### src/mpe_voice_channel_tracker_assert.svh
// ----------------------------------------------------------------------------
// MPE voice channel tracker assertion macros
// Concurrent assertion wrappers that can be compiled out with ASSERT_OFF.
// ----------------------------------------------------------------------------
`ifndef MPE_VOICE_CHANNEL_TRACKER_ASSERT_SVH
`define MPE_VOICE_CHANNEL_TRACKER_ASSERT_SVH

`ifndef ASSERT_OFF

// The antecedent holding at an edge implies the consequent at that same edge.
`define MVT_ASSERT_IMPLIES(label, clk, rst, ante, cons) \
   label: assert property (@(posedge clk) disable iff (rst) (ante) |-> (cons)) \
      else $error("assertion failed in %m");

// The antecedent holding at an edge implies the consequent at the next edge.
`define MVT_ASSERT_NEXT(label, clk, rst, ante, cons) \
   label: assert property (@(posedge clk) disable iff (rst) (ante) |=> (cons)) \
      else $error("assertion failed in %m");

`else

`define MVT_ASSERT_IMPLIES(label, clk, rst, ante, cons)
`define MVT_ASSERT_NEXT(label, clk, rst, ante, cons)

`endif

`endif

### src/mvt_pkg.sv
// ----------------------------------------------------------------------------
// MPE voice channel tracker package
// Shared widths, operation and result codes, entry types and level formatting.
// ----------------------------------------------------------------------------
package mvt_pkg;

   localparam int CHANNELS_DEF = 16;

   localparam int CHAN_W     = 5;
   localparam int KEY_W      = 7;
   localparam int CTL_W      = 7;
   localparam int AMT_W      = 14;
   localparam int VAL7_W     = 7;
   localparam int LEVEL_W    = 15;
   localparam int BEND_W     = 23;
   localparam int FUNC_W     = 3;
   localparam int KIND_W     = 3;
   localparam int CSR_IDX_W  = 3;
   localparam int CSR_DATA_W = 7;
   localparam int MAG_W      = 13;
   localparam int PROD_W     = 20;

   localparam logic [AMT_W-1:0] BEND_CENTRE = 14'd8192;
   localparam logic [CTL_W-1:0] TIMBRE_CC   = 7'd74;

   // Input operation codes.
   localparam logic [FUNC_W-1:0] FUNC_NOTE_ON  = 3'd0;
   localparam logic [FUNC_W-1:0] FUNC_NOTE_OFF = 3'd1;
   localparam logic [FUNC_W-1:0] FUNC_BEND     = 3'd2;
   localparam logic [FUNC_W-1:0] FUNC_CC       = 3'd3;
   localparam logic [FUNC_W-1:0] FUNC_PRESSURE = 3'd4;
   localparam logic [FUNC_W-1:0] FUNC_DUMP     = 3'd5;
   localparam logic [FUNC_W-1:0] FUNC_FLUSH    = 3'd6;
   localparam logic [FUNC_W-1:0] FUNC_RESET    = 3'd7;

   // Result kinds.
   localparam logic [KIND_W-1:0] KIND_NOTE     = 3'd0;
   localparam logic [KIND_W-1:0] KIND_OFF      = 3'd1;
   localparam logic [KIND_W-1:0] KIND_BEND     = 3'd2;
   localparam logic [KIND_W-1:0] KIND_GBEND    = 3'd3;
   localparam logic [KIND_W-1:0] KIND_TIMBRE   = 3'd4;
   localparam logic [KIND_W-1:0] KIND_PRESSURE = 3'd5;
   localparam logic [KIND_W-1:0] KIND_STATE    = 3'd6;

   // Configuration register indexes.
   localparam logic [CSR_IDX_W-1:0] CSR_ZONE_FIRST = 3'd0;
   localparam logic [CSR_IDX_W-1:0] CSR_ZONE_LAST  = 3'd1;
   localparam logic [CSR_IDX_W-1:0] CSR_MASTER     = 3'd2;
   localparam logic [CSR_IDX_W-1:0] CSR_NORMALIZE  = 3'd3;
   localparam logic [CSR_IDX_W-1:0] CSR_BEND_RANGE = 3'd4;
   localparam logic [CSR_IDX_W-1:0] CSR_SEMI_MODE  = 3'd5;

   // Configuration reset values.
   localparam logic [CHAN_W-1:0] ZONE_FIRST_RST = 5'd2;
   localparam logic [CHAN_W-1:0] ZONE_LAST_RST  = 5'd16;
   localparam logic [CHAN_W-1:0] MASTER_RST     = 5'd1;
   localparam logic [VAL7_W-1:0] BEND_RANGE_RST = 7'd48;

   typedef struct packed {
      logic                active;
      logic [KEY_W-1:0]    key;
      logic [VAL7_W-1:0]   velocity;
      logic [AMT_W-1:0]    bend_raw;
      logic [VAL7_W-1:0]   timbre;
      logic [VAL7_W-1:0]   pressure;
   } voice_entry_type;

   typedef struct packed {
      logic                we_active;
      logic                active;
      logic                we_note;
      logic [KEY_W-1:0]    key;
      logic [VAL7_W-1:0]   velocity;
      logic                we_bend;
      logic [AMT_W-1:0]    bend_raw;
      logic                we_timbre;
      logic [VAL7_W-1:0]   timbre;
      logic                we_pressure;
      logic [VAL7_W-1:0]   pressure;
   } voice_wr_type;

   function automatic logic [VAL7_W-1:0] sat7(input logic [AMT_W-1:0] amt);
      if (amt > 14'd127) begin
         return 7'd127;
      end
      return amt[VAL7_W-1:0];
   endfunction

   // (v*32768+63)/127 written as 258*v plus a quotient of 0..2, since
   // 32768 = 258*127 + 2.
   function automatic logic [LEVEL_W-1:0] level_fmt(input logic [VAL7_W-1:0] v,
                                                    input logic norm);
      logic [8:0]  t;
      logic [1:0]  qa;
      logic [15:0] s;
      t = {1'b0, v, 1'b0} + 9'd63;
      if (t >= 9'd254) begin
         qa = 2'd2;
      end else if (t >= 9'd127) begin
         qa = 2'd1;
      end else begin
         qa = 2'd0;
      end
      s = {1'b0, v, 8'b0} + {8'b0, v, 1'b0} + {14'b0, qa};
      if (!norm) begin
         return {8'b0, v};
      end else if (s > 16'd32767) begin
         return 15'h7fff;
      end
      return s[LEVEL_W-1:0];
   endfunction

endpackage

### src/mvt_if.sv
// ----------------------------------------------------------------------------
// MPE voice channel tracker channel interfaces
// Valid/ready request and response channels carrying one word each.
// ----------------------------------------------------------------------------
interface mvt_req_if;
   logic                            valid;
   logic                            ready;
   logic [mvt_pkg::FUNC_W-1:0]      func;
   logic [mvt_pkg::CHAN_W-1:0]      chan;
   logic [mvt_pkg::KEY_W-1:0]       key;
   logic [mvt_pkg::CTL_W-1:0]       controller;
   logic [mvt_pkg::AMT_W-1:0]       amount;

   modport source (output valid, func, chan, key, controller, amount, input ready);
   modport sink   (input valid, func, chan, key, controller, amount, output ready);
endinterface

interface mvt_rsp_if;
   logic                            valid;
   logic                            ready;
   logic [mvt_pkg::KIND_W-1:0]      kind;
   logic [mvt_pkg::CHAN_W-1:0]      out_chan;
   logic [mvt_pkg::KEY_W-1:0]       out_key;
   logic [mvt_pkg::LEVEL_W-1:0]     level;
   logic signed [mvt_pkg::BEND_W-1:0] bend_out;
   logic [mvt_pkg::LEVEL_W-1:0]     timbre_out;
   logic [mvt_pkg::LEVEL_W-1:0]     pressure_out;
   logic                            last;

   modport source (output valid, kind, out_chan, out_key, level, bend_out, timbre_out,
                   pressure_out, last, input ready);
   modport sink   (input valid, kind, out_chan, out_key, level, bend_out, timbre_out,
                   pressure_out, last, output ready);
endinterface

### src/mpe_voice_channel_tracker.sv
// ----------------------------------------------------------------------------
// MPE voice channel tracker
// Keeps one voice entry per MIDI channel of an MPE zone plus the zone master
// bend, and turns incoming MIDI events into formatted voice results.
//
// Usage: a request word carries func, chan, key, controller and amount and is
// taken on req_ch when valid and ready are both high. Each result word leaves
// on rsp_ch under the same handshake. Configuration is written on the csr_
// port, one register per cycle; the user must write it only while the block
// is idle, which the block does not enforce. After acceptance the execute
// state reads the voice entry and registers the bend product; the calc state
// divides and loads the output register, then ready returns. Dump and flush
// walk every channel: a channel with nothing to report takes only the execute
// state, a reported voice also the calc state for the shared bend unit.
// Reset clears the voice entries and restores the register defaults at once;
// no clearing pass is needed. When the receiver stalls, the finished word
// waits in the output register and the walk holds until it is taken.
// ----------------------------------------------------------------------------
`include "mpe_voice_channel_tracker_assert.svh"

module mpe_voice_channel_tracker #(
   parameter int CHANNELS = mvt_pkg::CHANNELS_DEF
) (
   input  logic                               clock,
   input  logic                               reset,
   mvt_req_if.sink                            req_ch,
   mvt_rsp_if.source                          rsp_ch,
   input  logic                               csr_we,
   input  logic [mvt_pkg::CSR_IDX_W-1:0]      csr_index,
   input  logic [mvt_pkg::CSR_DATA_W-1:0]     csr_wdata
);

   localparam int IDX_W = $clog2(CHANNELS);
   localparam logic [IDX_W-1:0] LAST_IDX = IDX_W'(CHANNELS - 1);

   // The sequencer: wait for a word, act on one voice entry, format it.
   typedef enum logic [2:0] {
      ST_IDLE = 3'b001,
      ST_EXEC = 3'b010,
      ST_CALC = 3'b100
   } state_type;

   // Result fields held while the bend unit finishes.
   typedef struct packed {
      logic [mvt_pkg::KIND_W-1:0]  kind;
      logic [mvt_pkg::CHAN_W-1:0]  chan;
      logic [mvt_pkg::KEY_W-1:0]   key;
      logic [mvt_pkg::LEVEL_W-1:0] level;
      logic [mvt_pkg::LEVEL_W-1:0] timbre;
      logic [mvt_pkg::LEVEL_W-1:0] pressure;
      logic                        use_bend;
      logic                        last;
   } pend_type;

   // Configuration registers.
   logic [mvt_pkg::CHAN_W-1:0] zone_first_ff;
   logic [mvt_pkg::CHAN_W-1:0] zone_last_ff;
   logic [mvt_pkg::CHAN_W-1:0] master_ff;
   logic                       normalize_ff;
   logic [mvt_pkg::VAL7_W-1:0] bend_range_ff;
   logic                       semi_mode_ff;

   // Sequencer and captured request word.
   state_type                   state_ff, state_in;
   logic [IDX_W-1:0]            cnt_ff, cnt_in;
   logic [mvt_pkg::FUNC_W-1:0]  func_ff;
   logic [mvt_pkg::CHAN_W-1:0]  chan_ff;
   logic [mvt_pkg::KEY_W-1:0]   key_ff;
   logic [mvt_pkg::CTL_W-1:0]   ctl_ff;
   logic [mvt_pkg::AMT_W-1:0]   amt_ff;
   logic [mvt_pkg::AMT_W-1:0]   master_raw_ff;

   pend_type                    pend_ff, pend_in;

   // Output register.
   logic                        rsp_valid_ff, rsp_valid_in;
   pend_type                    rsp_word_ff;
   logic signed [mvt_pkg::BEND_W-1:0] rsp_bend_ff;

   // Datapath signals.
   logic                        req_take;
   logic                        walking;
   logic                        has_res;
   logic                        master_we;
   logic                        store_clear;
   logic                        out_load;
   logic                        inz;
   logic                        walk_inz;
   logic [mvt_pkg::CHAN_W-1:0]  chan_m1;
   logic [mvt_pkg::CHAN_W-1:0]  walk_chan;
   logic [mvt_pkg::AMT_W-1:0]   v_bend;
   logic [mvt_pkg::VAL7_W-1:0]  v7;
   logic [mvt_pkg::AMT_W-1:0]   bend_raw_sel;
   logic [IDX_W-1:0]            addr;
   logic [CHANNELS-1:0]         active_vec;
   logic [CHANNELS-1:0]         zone_vec;
   logic [CHANNELS-1:0]         rest_vec;
   logic signed [mvt_pkg::BEND_W-1:0] bend_val;
   mvt_pkg::voice_wr_type       wr;
   mvt_pkg::voice_entry_type    entry;

   // A channel is in the zone when it is a real note channel of this block and
   // lies between the first and last zone channels; first after last is empty.
   function automatic logic in_zone(input logic [mvt_pkg::CHAN_W-1:0] ch,
                                    input logic [mvt_pkg::CHAN_W-1:0] first,
                                    input logic [mvt_pkg::CHAN_W-1:0] lastc);
      return (ch >= 5'd1) && (ch <= 5'(CHANNELS)) && (ch >= first) && (ch <= lastc);
   endfunction

   // ------------------------------------------------------------------------
   // Configuration port. Indexes past the register list are ignored.
   // ------------------------------------------------------------------------
   always_ff @(posedge clock) begin
      if (reset) begin
         zone_first_ff <= mvt_pkg::ZONE_FIRST_RST;
         zone_last_ff  <= mvt_pkg::ZONE_LAST_RST;
         master_ff     <= mvt_pkg::MASTER_RST;
         normalize_ff  <= 1'b1;
         bend_range_ff <= mvt_pkg::BEND_RANGE_RST;
         semi_mode_ff  <= 1'b0;
      end else if (csr_we) begin
         unique case (csr_index)
            mvt_pkg::CSR_ZONE_FIRST: zone_first_ff <= csr_wdata[mvt_pkg::CHAN_W-1:0];
            mvt_pkg::CSR_ZONE_LAST:  zone_last_ff  <= csr_wdata[mvt_pkg::CHAN_W-1:0];
            mvt_pkg::CSR_MASTER:     master_ff     <= csr_wdata[mvt_pkg::CHAN_W-1:0];
            mvt_pkg::CSR_NORMALIZE:  normalize_ff  <= csr_wdata[0];
            mvt_pkg::CSR_BEND_RANGE: bend_range_ff <= csr_wdata;
            mvt_pkg::CSR_SEMI_MODE:  semi_mode_ff  <= csr_wdata[0];
            default: begin
            end
         endcase
      end
   end

   // ------------------------------------------------------------------------
   // Voice store and shared bend unit.
   // ------------------------------------------------------------------------
   assign walking   = (func_ff == mvt_pkg::FUNC_DUMP) || (func_ff == mvt_pkg::FUNC_FLUSH);
   assign chan_m1   = chan_ff - 5'd1;
   assign walk_chan = 5'(cnt_ff) + 5'd1;
   assign addr      = walking ? cnt_ff : chan_m1[IDX_W-1:0];

   assign store_clear = (state_ff == ST_EXEC) && (func_ff == mvt_pkg::FUNC_RESET);

   mvt_voice_store #(
      .CHANNELS   (CHANNELS)
   ) u_store (
      .clock      (clock),
      .reset      (reset),
      .clear      (store_clear),
      .addr       (addr),
      .wr         (wr),
      .rd         (entry),
      .active_vec (active_vec)
   );

   mvt_bend_unit u_bend (
      .clock         (clock),
      .load          (state_ff == ST_EXEC),
      .raw           (bend_raw_sel),
      .range_semis   (bend_range_ff),
      .semitone_mode (semi_mode_ff),
      .bend          (bend_val)
   );

   // Active voices of the zone that a walk has not reached yet. When none is
   // left past the current channel, the word being formed closes the run.
   always_comb begin
      for (int j = 0; j < CHANNELS; j++) begin
         zone_vec[j] = in_zone(5'(j + 1), zone_first_ff, zone_last_ff);
         rest_vec[j] = active_vec[j] & zone_vec[j] & (IDX_W'(j) > cnt_ff);
      end
   end

   // ------------------------------------------------------------------------
   // Event decode: decides the entry update and the result word for the
   // channel being looked at. Only acts in the execute state.
   // ------------------------------------------------------------------------
   always_comb begin
      inz          = in_zone(chan_ff, zone_first_ff, zone_last_ff);
      walk_inz     = in_zone(walk_chan, zone_first_ff, zone_last_ff);
      v_bend       = (amt_ff == '0) ? 14'd1 : amt_ff;
      v7           = mvt_pkg::sat7(amt_ff);
      has_res      = 1'b0;
      master_we    = 1'b0;
      wr           = '0;
      pend_in      = '0;
      bend_raw_sel = entry.bend_raw;

      if (state_ff == ST_EXEC) begin
         unique case (func_ff)
            mvt_pkg::FUNC_NOTE_ON, mvt_pkg::FUNC_NOTE_OFF: begin
               if (inz) begin
                  if ((func_ff == mvt_pkg::FUNC_NOTE_ON) && (amt_ff != '0)) begin
                     wr.we_active     = 1'b1;
                     wr.active        = 1'b1;
                     wr.we_note       = 1'b1;
                     wr.key           = key_ff;
                     wr.velocity      = v7;
                     has_res          = 1'b1;
                     pend_in.kind     = mvt_pkg::KIND_NOTE;
                     pend_in.chan     = chan_ff;
                     pend_in.key      = key_ff;
                     pend_in.level    = mvt_pkg::level_fmt(v7, normalize_ff);
                     pend_in.use_bend = 1'b1;
                  end else if (entry.active) begin
                     // A note-on of velocity zero releases with level zero.
                     wr.we_active  = 1'b1;
                     wr.active     = 1'b0;
                     has_res       = 1'b1;
                     pend_in.kind  = mvt_pkg::KIND_OFF;
                     pend_in.chan  = chan_ff;
                     pend_in.key   = key_ff;
                     pend_in.level = (func_ff == mvt_pkg::FUNC_NOTE_ON) ? '0 :
                                     mvt_pkg::level_fmt(v7, normalize_ff);
                  end
               end
            end
            mvt_pkg::FUNC_BEND: begin
               bend_raw_sel = v_bend;
               if (chan_ff == master_ff) begin
                  if (v_bend != master_raw_ff) begin
                     master_we        = 1'b1;
                     has_res          = 1'b1;
                     pend_in.kind     = mvt_pkg::KIND_GBEND;
                     pend_in.use_bend = 1'b1;
                  end
               end else if (inz && (v_bend != entry.bend_raw)) begin
                  wr.we_bend       = 1'b1;
                  wr.bend_raw      = v_bend;
                  has_res          = 1'b1;
                  pend_in.kind     = mvt_pkg::KIND_BEND;
                  pend_in.chan     = chan_ff;
                  pend_in.use_bend = 1'b1;
               end
            end
            mvt_pkg::FUNC_CC: begin
               if ((chan_ff != master_ff) && inz && (ctl_ff == mvt_pkg::TIMBRE_CC) &&
                   (v7 != entry.timbre)) begin
                  wr.we_timbre   = 1'b1;
                  wr.timbre      = v7;
                  has_res        = 1'b1;
                  pend_in.kind   = mvt_pkg::KIND_TIMBRE;
                  pend_in.chan   = chan_ff;
                  pend_in.timbre = mvt_pkg::level_fmt(v7, normalize_ff);
               end
            end
            mvt_pkg::FUNC_PRESSURE: begin
               if ((chan_ff != master_ff) && inz && (v7 != entry.pressure)) begin
                  wr.we_pressure   = 1'b1;
                  wr.pressure      = v7;
                  has_res          = 1'b1;
                  pend_in.kind     = mvt_pkg::KIND_PRESSURE;
                  pend_in.chan     = chan_ff;
                  pend_in.pressure = mvt_pkg::level_fmt(v7, normalize_ff);
               end
            end
            mvt_pkg::FUNC_DUMP, mvt_pkg::FUNC_FLUSH: begin
               if (walk_inz && entry.active) begin
                  has_res      = 1'b1;
                  pend_in.chan = walk_chan;
                  pend_in.key  = entry.key;
                  pend_in.last = (rest_vec == '0);
                  if (func_ff == mvt_pkg::FUNC_DUMP) begin
                     pend_in.kind     = mvt_pkg::KIND_STATE;
                     pend_in.level    = mvt_pkg::level_fmt(entry.velocity, normalize_ff);
                     pend_in.timbre   = mvt_pkg::level_fmt(entry.timbre, normalize_ff);
                     pend_in.pressure = mvt_pkg::level_fmt(entry.pressure, normalize_ff);
                     pend_in.use_bend = 1'b1;
                  end else begin
                     pend_in.kind = mvt_pkg::KIND_OFF;
                     wr.we_active = 1'b1;
                     wr.active    = 1'b0;
                  end
               end
            end
            mvt_pkg::FUNC_RESET: begin
               // The store clears itself; the master bend is cleared below.
            end
         endcase
      end
   end

   // ------------------------------------------------------------------------
   // Sequencer.
   // ------------------------------------------------------------------------
   assign req_take = req_ch.valid && req_ch.ready;
   assign out_load = (state_ff == ST_CALC) && (!rsp_valid_ff || rsp_ch.ready);

   always_comb begin
      state_in = state_ff;
      cnt_in   = cnt_ff;
      unique case (state_ff)
         ST_IDLE: begin
            cnt_in = '0;
            if (req_take) begin
               state_in = ST_EXEC;
            end
         end
         ST_EXEC: begin
            if (has_res) begin
               state_in = ST_CALC;
            end else if (walking && (cnt_ff != LAST_IDX)) begin
               cnt_in = cnt_ff + 1'b1;
            end else begin
               state_in = ST_IDLE;
            end
         end
         ST_CALC: begin
            if (out_load) begin
               if (walking && (cnt_ff != LAST_IDX)) begin
                  cnt_in   = cnt_ff + 1'b1;
                  state_in = ST_EXEC;
               end else begin
                  state_in = ST_IDLE;
               end
            end
         end
         default: begin
            state_in = ST_IDLE;
         end
      endcase
   end

   assign rsp_valid_in = out_load ? 1'b1 : (rsp_ch.ready ? 1'b0 : rsp_valid_ff);

   always_ff @(posedge clock) begin
      if (reset) begin
         state_ff     <= ST_IDLE;
         cnt_ff       <= '0;
         rsp_valid_ff <= 1'b0;
         master_raw_ff <= mvt_pkg::BEND_CENTRE;
      end else begin
         state_ff     <= state_in;
         cnt_ff       <= cnt_in;
         rsp_valid_ff <= rsp_valid_in;
         if (store_clear) begin
            master_raw_ff <= mvt_pkg::BEND_CENTRE;
         end else if (master_we) begin
            master_raw_ff <= v_bend;
         end
      end
   end

   // Payload registers need no reset.
   always_ff @(posedge clock) begin
      if (req_take) begin
         func_ff <= req_ch.func;
         chan_ff <= req_ch.chan;
         key_ff  <= req_ch.key;
         ctl_ff  <= req_ch.controller;
         amt_ff  <= req_ch.amount;
      end
      if (state_ff == ST_EXEC) begin
         pend_ff <= pend_in;
      end
      if (out_load) begin
         rsp_word_ff <= pend_ff;
         rsp_bend_ff <= pend_ff.use_bend ? bend_val : '0;
      end
   end

   assign req_ch.ready        = (state_ff == ST_IDLE);
   assign rsp_ch.valid        = rsp_valid_ff;
   assign rsp_ch.kind         = rsp_word_ff.kind;
   assign rsp_ch.out_chan     = rsp_word_ff.chan;
   assign rsp_ch.out_key      = rsp_word_ff.key;
   assign rsp_ch.level        = rsp_word_ff.level;
   assign rsp_ch.bend_out     = rsp_bend_ff;
   assign rsp_ch.timbre_out   = rsp_word_ff.timbre;
   assign rsp_ch.pressure_out = rsp_word_ff.pressure;
   assign rsp_ch.last         = rsp_word_ff.last;

   // ------------------------------------------------------------------------
   // Assertions.
   // ------------------------------------------------------------------------
   // A reset word leaves no voice active.
   `MVT_ASSERT_NEXT(a_reset_clears, clock, reset, (state_ff == ST_EXEC) && (func_ff == mvt_pkg::FUNC_RESET), active_vec == '0)
   // Only dump and flush runs mark a closing word.
   `MVT_ASSERT_IMPLIES(a_last_kind, clock, reset, rsp_ch.valid && rsp_ch.last, (rsp_ch.kind == mvt_pkg::KIND_STATE) || (rsp_ch.kind == mvt_pkg::KIND_OFF))
   // Global bend carries no channel.
   `MVT_ASSERT_IMPLIES(a_gbend_chan, clock, reset, rsp_ch.valid && (rsp_ch.kind == mvt_pkg::KIND_GBEND), rsp_ch.out_chan == '0)

endmodule

### src/mvt_bend_unit.sv
// ----------------------------------------------------------------------------
// MPE voice channel tracker bend unit
// Two-step bend formatter: a registered magnitude product, then a
// divide by 8191 done as a fold of the upper bits and one compare.
// ----------------------------------------------------------------------------
module mvt_bend_unit (
   input  logic                                clock,
   input  logic                                load,
   input  logic [mvt_pkg::AMT_W-1:0]           raw,
   input  logic [mvt_pkg::VAL7_W-1:0]          range_semis,
   input  logic                                semitone_mode,
   output logic signed [mvt_pkg::BEND_W-1:0]   bend
);

   logic [mvt_pkg::AMT_W-1:0]  diff;
   logic [mvt_pkg::MAG_W-1:0]  mag;
   logic [mvt_pkg::VAL7_W-1:0] mult;
   logic [mvt_pkg::PROD_W-1:0] prod_in;
   logic [mvt_pkg::PROD_W-1:0] prod_ff;
   logic                       neg_in;
   logic                       neg_ff;
   logic [mvt_pkg::BEND_W-1:0] x;
   logic [9:0]                 hi;
   logic [12:0]                lo;
   logic [13:0]                rem;
   logic                       adj;
   logic [mvt_pkg::BEND_W-1:0] q;

   always_comb begin
      neg_in  = raw < mvt_pkg::BEND_CENTRE;
      diff    = neg_in ? (mvt_pkg::BEND_CENTRE - raw) : (raw - mvt_pkg::BEND_CENTRE);
      mag     = diff[mvt_pkg::MAG_W-1:0];
      mult    = semitone_mode ? range_semis : 7'd1;
      prod_in = {7'b0, mag} * {13'b0, mult};
   end

   always_ff @(posedge clock) begin
      if (load) begin
         prod_ff <= prod_in;
         neg_ff  <= neg_in;
      end
   end

   // With A = |d| * range, A*32768 = 4A*8191 + 4A, so the result is
   // 4A + (4A + 4095) / 8191, and 8192 = 8191 + 1 folds the high bits back.
   always_comb begin
      x    = {1'b0, prod_ff, 2'b00} + 23'd4095;
      hi   = x[22:13];
      lo   = x[12:0];
      rem  = {4'b0, hi} + {1'b0, lo};
      adj  = rem >= 14'd8191;
      q    = {1'b0, prod_ff, 2'b00} + {13'b0, hi} + {22'b0, adj};
      bend = $signed(neg_ff ? (23'd0 - q) : q);
   end

endmodule

### src/mvt_voice_store.sv
// ----------------------------------------------------------------------------
// MPE voice channel tracker voice store
// Per-channel voice entries with one shared address for read and write.
// ----------------------------------------------------------------------------
module mvt_voice_store #(
   parameter int CHANNELS = mvt_pkg::CHANNELS_DEF
) (
   input  logic                           clock,
   input  logic                           reset,
   input  logic                           clear,
   input  logic [$clog2(CHANNELS)-1:0]    addr,
   input  mvt_pkg::voice_wr_type          wr,
   output mvt_pkg::voice_entry_type       rd,
   output logic [CHANNELS-1:0]            active_vec
);

   localparam int IDX_W = $clog2(CHANNELS);

   logic [CHANNELS-1:0]              active_ff;
   logic [mvt_pkg::KEY_W-1:0]        key_ff      [CHANNELS];
   logic [mvt_pkg::VAL7_W-1:0]       velocity_ff [CHANNELS];
   logic [mvt_pkg::AMT_W-1:0]        bend_ff     [CHANNELS];
   logic [mvt_pkg::VAL7_W-1:0]       timbre_ff   [CHANNELS];
   logic [mvt_pkg::VAL7_W-1:0]       pressure_ff [CHANNELS];

   always_ff @(posedge clock) begin
      if (reset || clear) begin
         active_ff <= '0;
         for (int j = 0; j < CHANNELS; j++) begin
            key_ff[j]      <= '0;
            velocity_ff[j] <= '0;
            bend_ff[j]     <= mvt_pkg::BEND_CENTRE;
            timbre_ff[j]   <= '0;
            pressure_ff[j] <= '0;
         end
      end else begin
         if (wr.we_active) begin
            active_ff[addr] <= wr.active;
         end
         if (wr.we_note) begin
            key_ff[addr]      <= wr.key;
            velocity_ff[addr] <= wr.velocity;
         end
         if (wr.we_bend) begin
            bend_ff[addr] <= wr.bend_raw;
         end
         if (wr.we_timbre) begin
            timbre_ff[addr] <= wr.timbre;
         end
         if (wr.we_pressure) begin
            pressure_ff[addr] <= wr.pressure;
         end
      end
   end

   always_comb begin
      rd.active   = active_ff[addr];
      rd.key      = key_ff[addr];
      rd.velocity = velocity_ff[addr];
      rd.bend_raw = bend_ff[addr];
      rd.timbre   = timbre_ff[addr];
      rd.pressure = pressure_ff[addr];
   end

   assign active_vec = active_ff;

   // IDX_W documents the address width taken by this store.
   logic [IDX_W-1:0] addr_chk;
   assign addr_chk = addr;

endmodule

### src/flat_wrapper.sv
// flat-port wrapper written by rule: the top's interface ports become plain ports
module mpe_voice_channel_tracker_flat 
#(
   parameter int CHANNELS = mvt_pkg::CHANNELS_DEF
)
  (clock, reset, csr_we, csr_index, csr_wdata, req_ch_valid, req_ch_func, req_ch_chan, req_ch_key, req_ch_controller, req_ch_amount, req_ch_ready, rsp_ch_valid, rsp_ch_kind, rsp_ch_out_chan, rsp_ch_out_key, rsp_ch_level, rsp_ch_bend_out, rsp_ch_timbre_out, rsp_ch_pressure_out, rsp_ch_last, rsp_ch_ready);
  mvt_req_if req_ch_i ();
  mvt_rsp_if rsp_ch_i ();
  input  logic clock;
  input  logic reset;
  input  logic csr_we;
  input  logic [mvt_pkg::CSR_IDX_W-1:0] csr_index;
  input  logic [mvt_pkg::CSR_DATA_W-1:0] csr_wdata;
  input wire logic [$bits(req_ch_i.valid)-1:0] req_ch_valid;
  input wire logic [$bits(req_ch_i.func)-1:0] req_ch_func;
  input wire logic [$bits(req_ch_i.chan)-1:0] req_ch_chan;
  input wire logic [$bits(req_ch_i.key)-1:0] req_ch_key;
  input wire logic [$bits(req_ch_i.controller)-1:0] req_ch_controller;
  input wire logic [$bits(req_ch_i.amount)-1:0] req_ch_amount;
  output wire logic [$bits(req_ch_i.ready)-1:0] req_ch_ready;
  output wire logic [$bits(rsp_ch_i.valid)-1:0] rsp_ch_valid;
  output wire logic [$bits(rsp_ch_i.kind)-1:0] rsp_ch_kind;
  output wire logic [$bits(rsp_ch_i.out_chan)-1:0] rsp_ch_out_chan;
  output wire logic [$bits(rsp_ch_i.out_key)-1:0] rsp_ch_out_key;
  output wire logic [$bits(rsp_ch_i.level)-1:0] rsp_ch_level;
  output wire logic [$bits(rsp_ch_i.bend_out)-1:0] rsp_ch_bend_out;
  output wire logic [$bits(rsp_ch_i.timbre_out)-1:0] rsp_ch_timbre_out;
  output wire logic [$bits(rsp_ch_i.pressure_out)-1:0] rsp_ch_pressure_out;
  output wire logic [$bits(rsp_ch_i.last)-1:0] rsp_ch_last;
  input wire logic [$bits(rsp_ch_i.ready)-1:0] rsp_ch_ready;
  assign req_ch_i.valid = req_ch_valid;
  assign req_ch_i.func = req_ch_func;
  assign req_ch_i.chan = req_ch_chan;
  assign req_ch_i.key = req_ch_key;
  assign req_ch_i.controller = req_ch_controller;
  assign req_ch_i.amount = req_ch_amount;
  assign req_ch_ready = req_ch_i.ready;
  assign rsp_ch_valid = rsp_ch_i.valid;
  assign rsp_ch_kind = rsp_ch_i.kind;
  assign rsp_ch_out_chan = rsp_ch_i.out_chan;
  assign rsp_ch_out_key = rsp_ch_i.out_key;
  assign rsp_ch_level = rsp_ch_i.level;
  assign rsp_ch_bend_out = rsp_ch_i.bend_out;
  assign rsp_ch_timbre_out = rsp_ch_i.timbre_out;
  assign rsp_ch_pressure_out = rsp_ch_i.pressure_out;
  assign rsp_ch_last = rsp_ch_i.last;
  assign rsp_ch_i.ready = rsp_ch_ready;
  mpe_voice_channel_tracker #(.CHANNELS(CHANNELS)) u_core (.clock(clock), .reset(reset), .req_ch(req_ch_i), .rsp_ch(rsp_ch_i), .csr_we(csr_we), .csr_index(csr_index), .csr_wdata(csr_wdata));
endmodule
### config.mk
export PLATFORM = sky130hd
export DESIGN_NAME = mpe_voice_channel_tracker_flat
export DESIGN_NICKNAME = d
export VERILOG_FILES = /design/src/mvt_pkg.sv /design/src/mvt_if.sv /design/src/mpe_voice_channel_tracker.sv /design/src/mvt_bend_unit.sv /design/src/mvt_voice_store.sv /design/src/flat_wrapper.sv
export VERILOG_INCLUDE_DIRS = /design/src /design/src/src
export SDC_FILE = /design/constraint.sdc
export NUM_CORES = 2
export LEC_CHECK = 0
export BUFFER_PORTS_ARGS = -buffer_cell sky130_fd_sc_hd__buf_2
export CAP_MARGIN = 20
export CORE_ASPECT_RATIO = 0.9
export CORE_MARGIN = 2
export CORE_UTILIZATION = 35
export DETAILED_ROUTE_END_ITERATION = 6
export PLACE_DENSITY = 0.5
export SLEW_MARGIN = 20
export SYNTH_ARGS = -nofsm -noshare
export SYNTH_HDL_FRONTEND = slang
export SYNTH_SLANG_ARGS = --single-unit
### constraint.sdc
create_clock -name clock -period 9.3 [get_ports clock]
set_input_delay 0.93 -clock clock [delete_from_list [all_inputs] [get_ports clock]]
set_output_delay 0.93 -clock clock [all_outputs]
set_load 0.01 [all_outputs]
==> metrics.md <==
| Metric | Value |
|---|---|
| Post-route insts no fill | `6862` |
| Number of buffers created by CTS | `104` |
| Std cell rows | `131` |
| Crit path DAT | `9250 ps` |
| Most frequent CP cell | `fa_1` |
| Gpl congestion | `0.9166` |
| Yosys warns | `0` |
| DIE HEIGHT | `361.7 um` |
| Core area | `141500 um^2` |
| Clock Skews | `87.34 ps` |
| CTS root buffer | `clkbuf_16` |
| Ports | `137` |
| Internal Power | `7.645 mW` |
| Final Routed Wirelength | `177600 um` |
| Die width | `401.5 um` |
| Max-slew headroom | `0.3067` |
| Combinational Power Share | `0.170` |
| CP Launch Type | `flip-flop` |
| Pwr Total | `10.85 mW` |
| Worst Tran Pin Value | `1032 ps` |
| # DRC | `0` |
| Post-synthesis async set-or-reset flop share | `0` |
| Critical Path Fanout Max | `9` |
| Fmax | `0.1139 GHz` |
| Vias in the first global route | `36950` |
| LEAKAGE | `20.47 nW` |
| Part of the power in registers | `0.443` |
| # clock sinks | `937` |
| Starting Density | `0.3518` |
| Number of nets with antenna violations after routing | `0` |
| Final slew viol count | `0` |
| H-tree level count | `3` |
| Period utilization | `0.9441` |
| Post-synth cell types | `82` |
| Max Root-Sink Buffers | `3` |
| Clk Latency, worst-skew pair | `780 ps` |
| CTS clk-pin slew, worst paths | `70 ps` |
| Number of synthesized flops with an enable pin | `875` |
| Crit-path slowest cell | `nor4_1` |
| Vias per cell | `5.674` |
| WL/cell | `25.88 um` |
| Cells after DPL | `6663` |
| Crit. End Element | `flip-flop` |
| Antenna violations before repair | `6` |
| Switching power | `3.209 mW` |
| Vias | `38930` |
| Drt first pass iters | `7` |
| Fin. Hold Viols | `0` |
| Post-Syn Nets | `5065` |
| Clock share of power | `0.387` |
| I/O Buffers | `136` |
| Yosys top cell area share | `0.5280` |
| Largest area contributor in the netlist | `edfxtp_1` |
| Syn Inst Count | `4867` |
| Post-DP HPWL | `119300 um` |
| Max Cap Violations | `0` |
| Tmin final | `8780 ps` |
| Area contributors post-synth | `edfxtp_1, nor2_1, nand2_1` |
| Layout area overhead | `13.07%` |
| Crit Path Class | `flip-flop to flip-flop` |
| Min Hold Slack | `325.2 ps` |
| Largest net degree at the start of global routing | `124` |
| Worst EP required | `9770 ps` |
| Final #Nets | `5112` |
| CTS tree | `yes` |
| Mapped cell area | `49770 um^2` |
| Main flop type after synthesis | `edfxtp_1` |
| Share of cells above drive strength 1 | `0.1158` |
| First-pass GRT wire length | `259100 um` |
| HP Class | `input pin to flip-flop` |
| Critical Path Max Stage Delay | `880 ps` |
| Power Dens Cells | `192.9 nW/um^2` |
| Worst vdd rail ir drop | `0.1546 mV` |
| Sw Share | `0.2957` |
| Commonest non-fill, non-tap cell in the layout | `nor2_1` |
| Avg Inst Size Synth | `10.23 um^2` |
| Post-synthesis sequential area ratio | `0.5529` |
| Total grt overflow | `0` |
| DIE AREA | `145200 um^2` |
| Final setup viols | `0` |
| Post-synthesis register bit count | `937` |
| Total track usage | `0.2395` |
| 1st-iter DRT viols | `4568` |
| Status | `complete, no violations` |
| Most frequent cells in the layout | `nor2_1, edfxtp_1, nand2_1` |
-- synthesized netlist by cell type (all sizes together), types with 32 or more instances --
master	count
nor2	896
edfxtp	875
nand2	640
clkbuf	265
nand3	247
o21ai	164
mux2i	128
a21oi	125
inv	123
xnor2	119
a211oi	117
and3	107
buf	103
ha	93
dfxtp	62
xor2	62
nand2b	55
fa	54
nor3	48
a31oi	44
a311oi	38
o22ai	35
or2	34
and2	32
-- final cells by class --
cell class / count / area (um^2)
Fill cell: 13790 / 85180
Tap cell: 1862 / 2330
Clock inverter: 65 / 696.9
Clock buffer: 126 / 2726
Antenna cell: 1 / 2.502
Inverter: 123 / 464.2
Multi-Input combinational cell: 3439 / 20530
Sequential cell: 937 / 27520
Timing Repair Buffer: 309 / 1999
-- routing by layer --
metal  vias to the layer above  track usage  share of wire
met5                         -            0        0.00014
li1                      17460            -              -
met2                      1842       0.3616           0.44
met1                     19320       0.3424           0.44
met4                         4      0.07747          0.034
met3                       302      0.04978          0.090
-- power groups by stage --
stage	clock network, mW	logic, mW	registers, mW
6_report	4.20	1.85	4.80
5_1_grt	4.43	1.97	4.81
4_1_cts	4.26	1.80	4.80
3_5_place_dp	0	1.79	4.89
3_3_place_gp	0	1.79	4.89
2_1_floorplan	0	1.11	4.85
-- worst max-delay path: cells and delay by family, from the launching register on --
| family | cells | cell delay (ps) |
|---|---|---|
| AO/OA/AOI/OAI | 7 | 1520 |
| buffers and inverters | 2 | 230 |
| flip-flops | 1 | 420 |
| AND/OR/NAND/NOR | 11 | 3170 |
| XOR/XNOR | 2 | 650 |
| adder cells (fa/ha/maj) | 6 | 2490 |
-- repair_timing --
item,4_1_cts,5_1_grt
gates resized for setup,0,9
setup buffers,0,6
setup endpoints to repair,0,5
hold buffers,0,0
-- registers in the layout (all words and copies together), names as in the netlist, 5 cells and up --
| signal | flops |
|---|---|
| u_core.u_store.bend_ff | 224 |
| u_core.u_store.key_ff | 112 |
| u_core.u_store.pressure_ff | 112 |
| u_core.u_store.timbre_ff | 112 |
| u_core.u_store.velocity_ff | 112 |
| u_core.pend_ff | 62 |
| u_core.rsp_ch.bend_out | 23 |
| u_core.u_bend.prod_ff | 20 |
| u_core.u_store.active_vec | 16 |
| u_core.rsp_ch.level | 15 |
| u_core.rsp_ch.pressure_out | 15 |
| u_core.rsp_ch.timbre_out | 15 |
| u_core.amt_ff | 14 |
| u_core.master_raw_ff | 14 |
| u_core.bend_range_ff | 7 |
| u_core.ctl_ff | 7 |
| u_core.key_ff | 7 |
| u_core.rsp_ch.out_key | 7 |
| u_core.chan_ff | 5 |
| u_core.master_ff | 5 |
| u_core.rsp_ch.out_chan | 5 |
| u_core.zone_first_ff | 5 |
| u_core.zone_last_ff | 5 |
-- path summary, 6_finish.rpt --
check	depth (start not counted)	from	slack (ps)	end
worst max-delay path	28	u_core.amt_ff[10]	520	u_core.u_bend.prod_ff[19]
worst min register to register	0	u_core.pend_ff[40]	410	u_core.rsp_ch.level[8]
worst max register to register	28	u_core.amt_ff[10]	520	u_core.u_bend.prod_ff[19]
worst min-delay path	1	req_ch_key[2]	330	u_core.key_ff[2]
-- stage by stage --
stage / setup slack [ps] / TNS [ps] / instance area [um^2] / utilization
final: 520.0 / 0 / 56270 / 0.3978
after detailed placement: 407.2 / 0 / 52720 / 0.3727
after global routing: -3.672 / -3.672 / 56270 / 0.3978
after global placement: 500.1 / 0 / 52710 / 0.3727
after CTS: 374.1 / 0 / 56150 / 0.3969
after floorplan: 807.7 / 0 / 49770 / -
-- cells by family (layout without fill, tap and decap cells) --
kind of cell | Yosys count | after routing | synth area share
compound gates | 771 | 771 | 0.1052
mux | 151 | 151 | 0.03215
simple gates | 2189 | 2189 | 0.1926
buf+inv | 491 | 623 | 0.04005
flops | 937 | 937 | 0.5529
xor+xnor | 181 | 181 | 0.03200
other cells | 0 | 1 | 0
fa+ha+maj | 147 | 147 | 0.04510
Note: power is estimated with default switching activity, not from simulation.
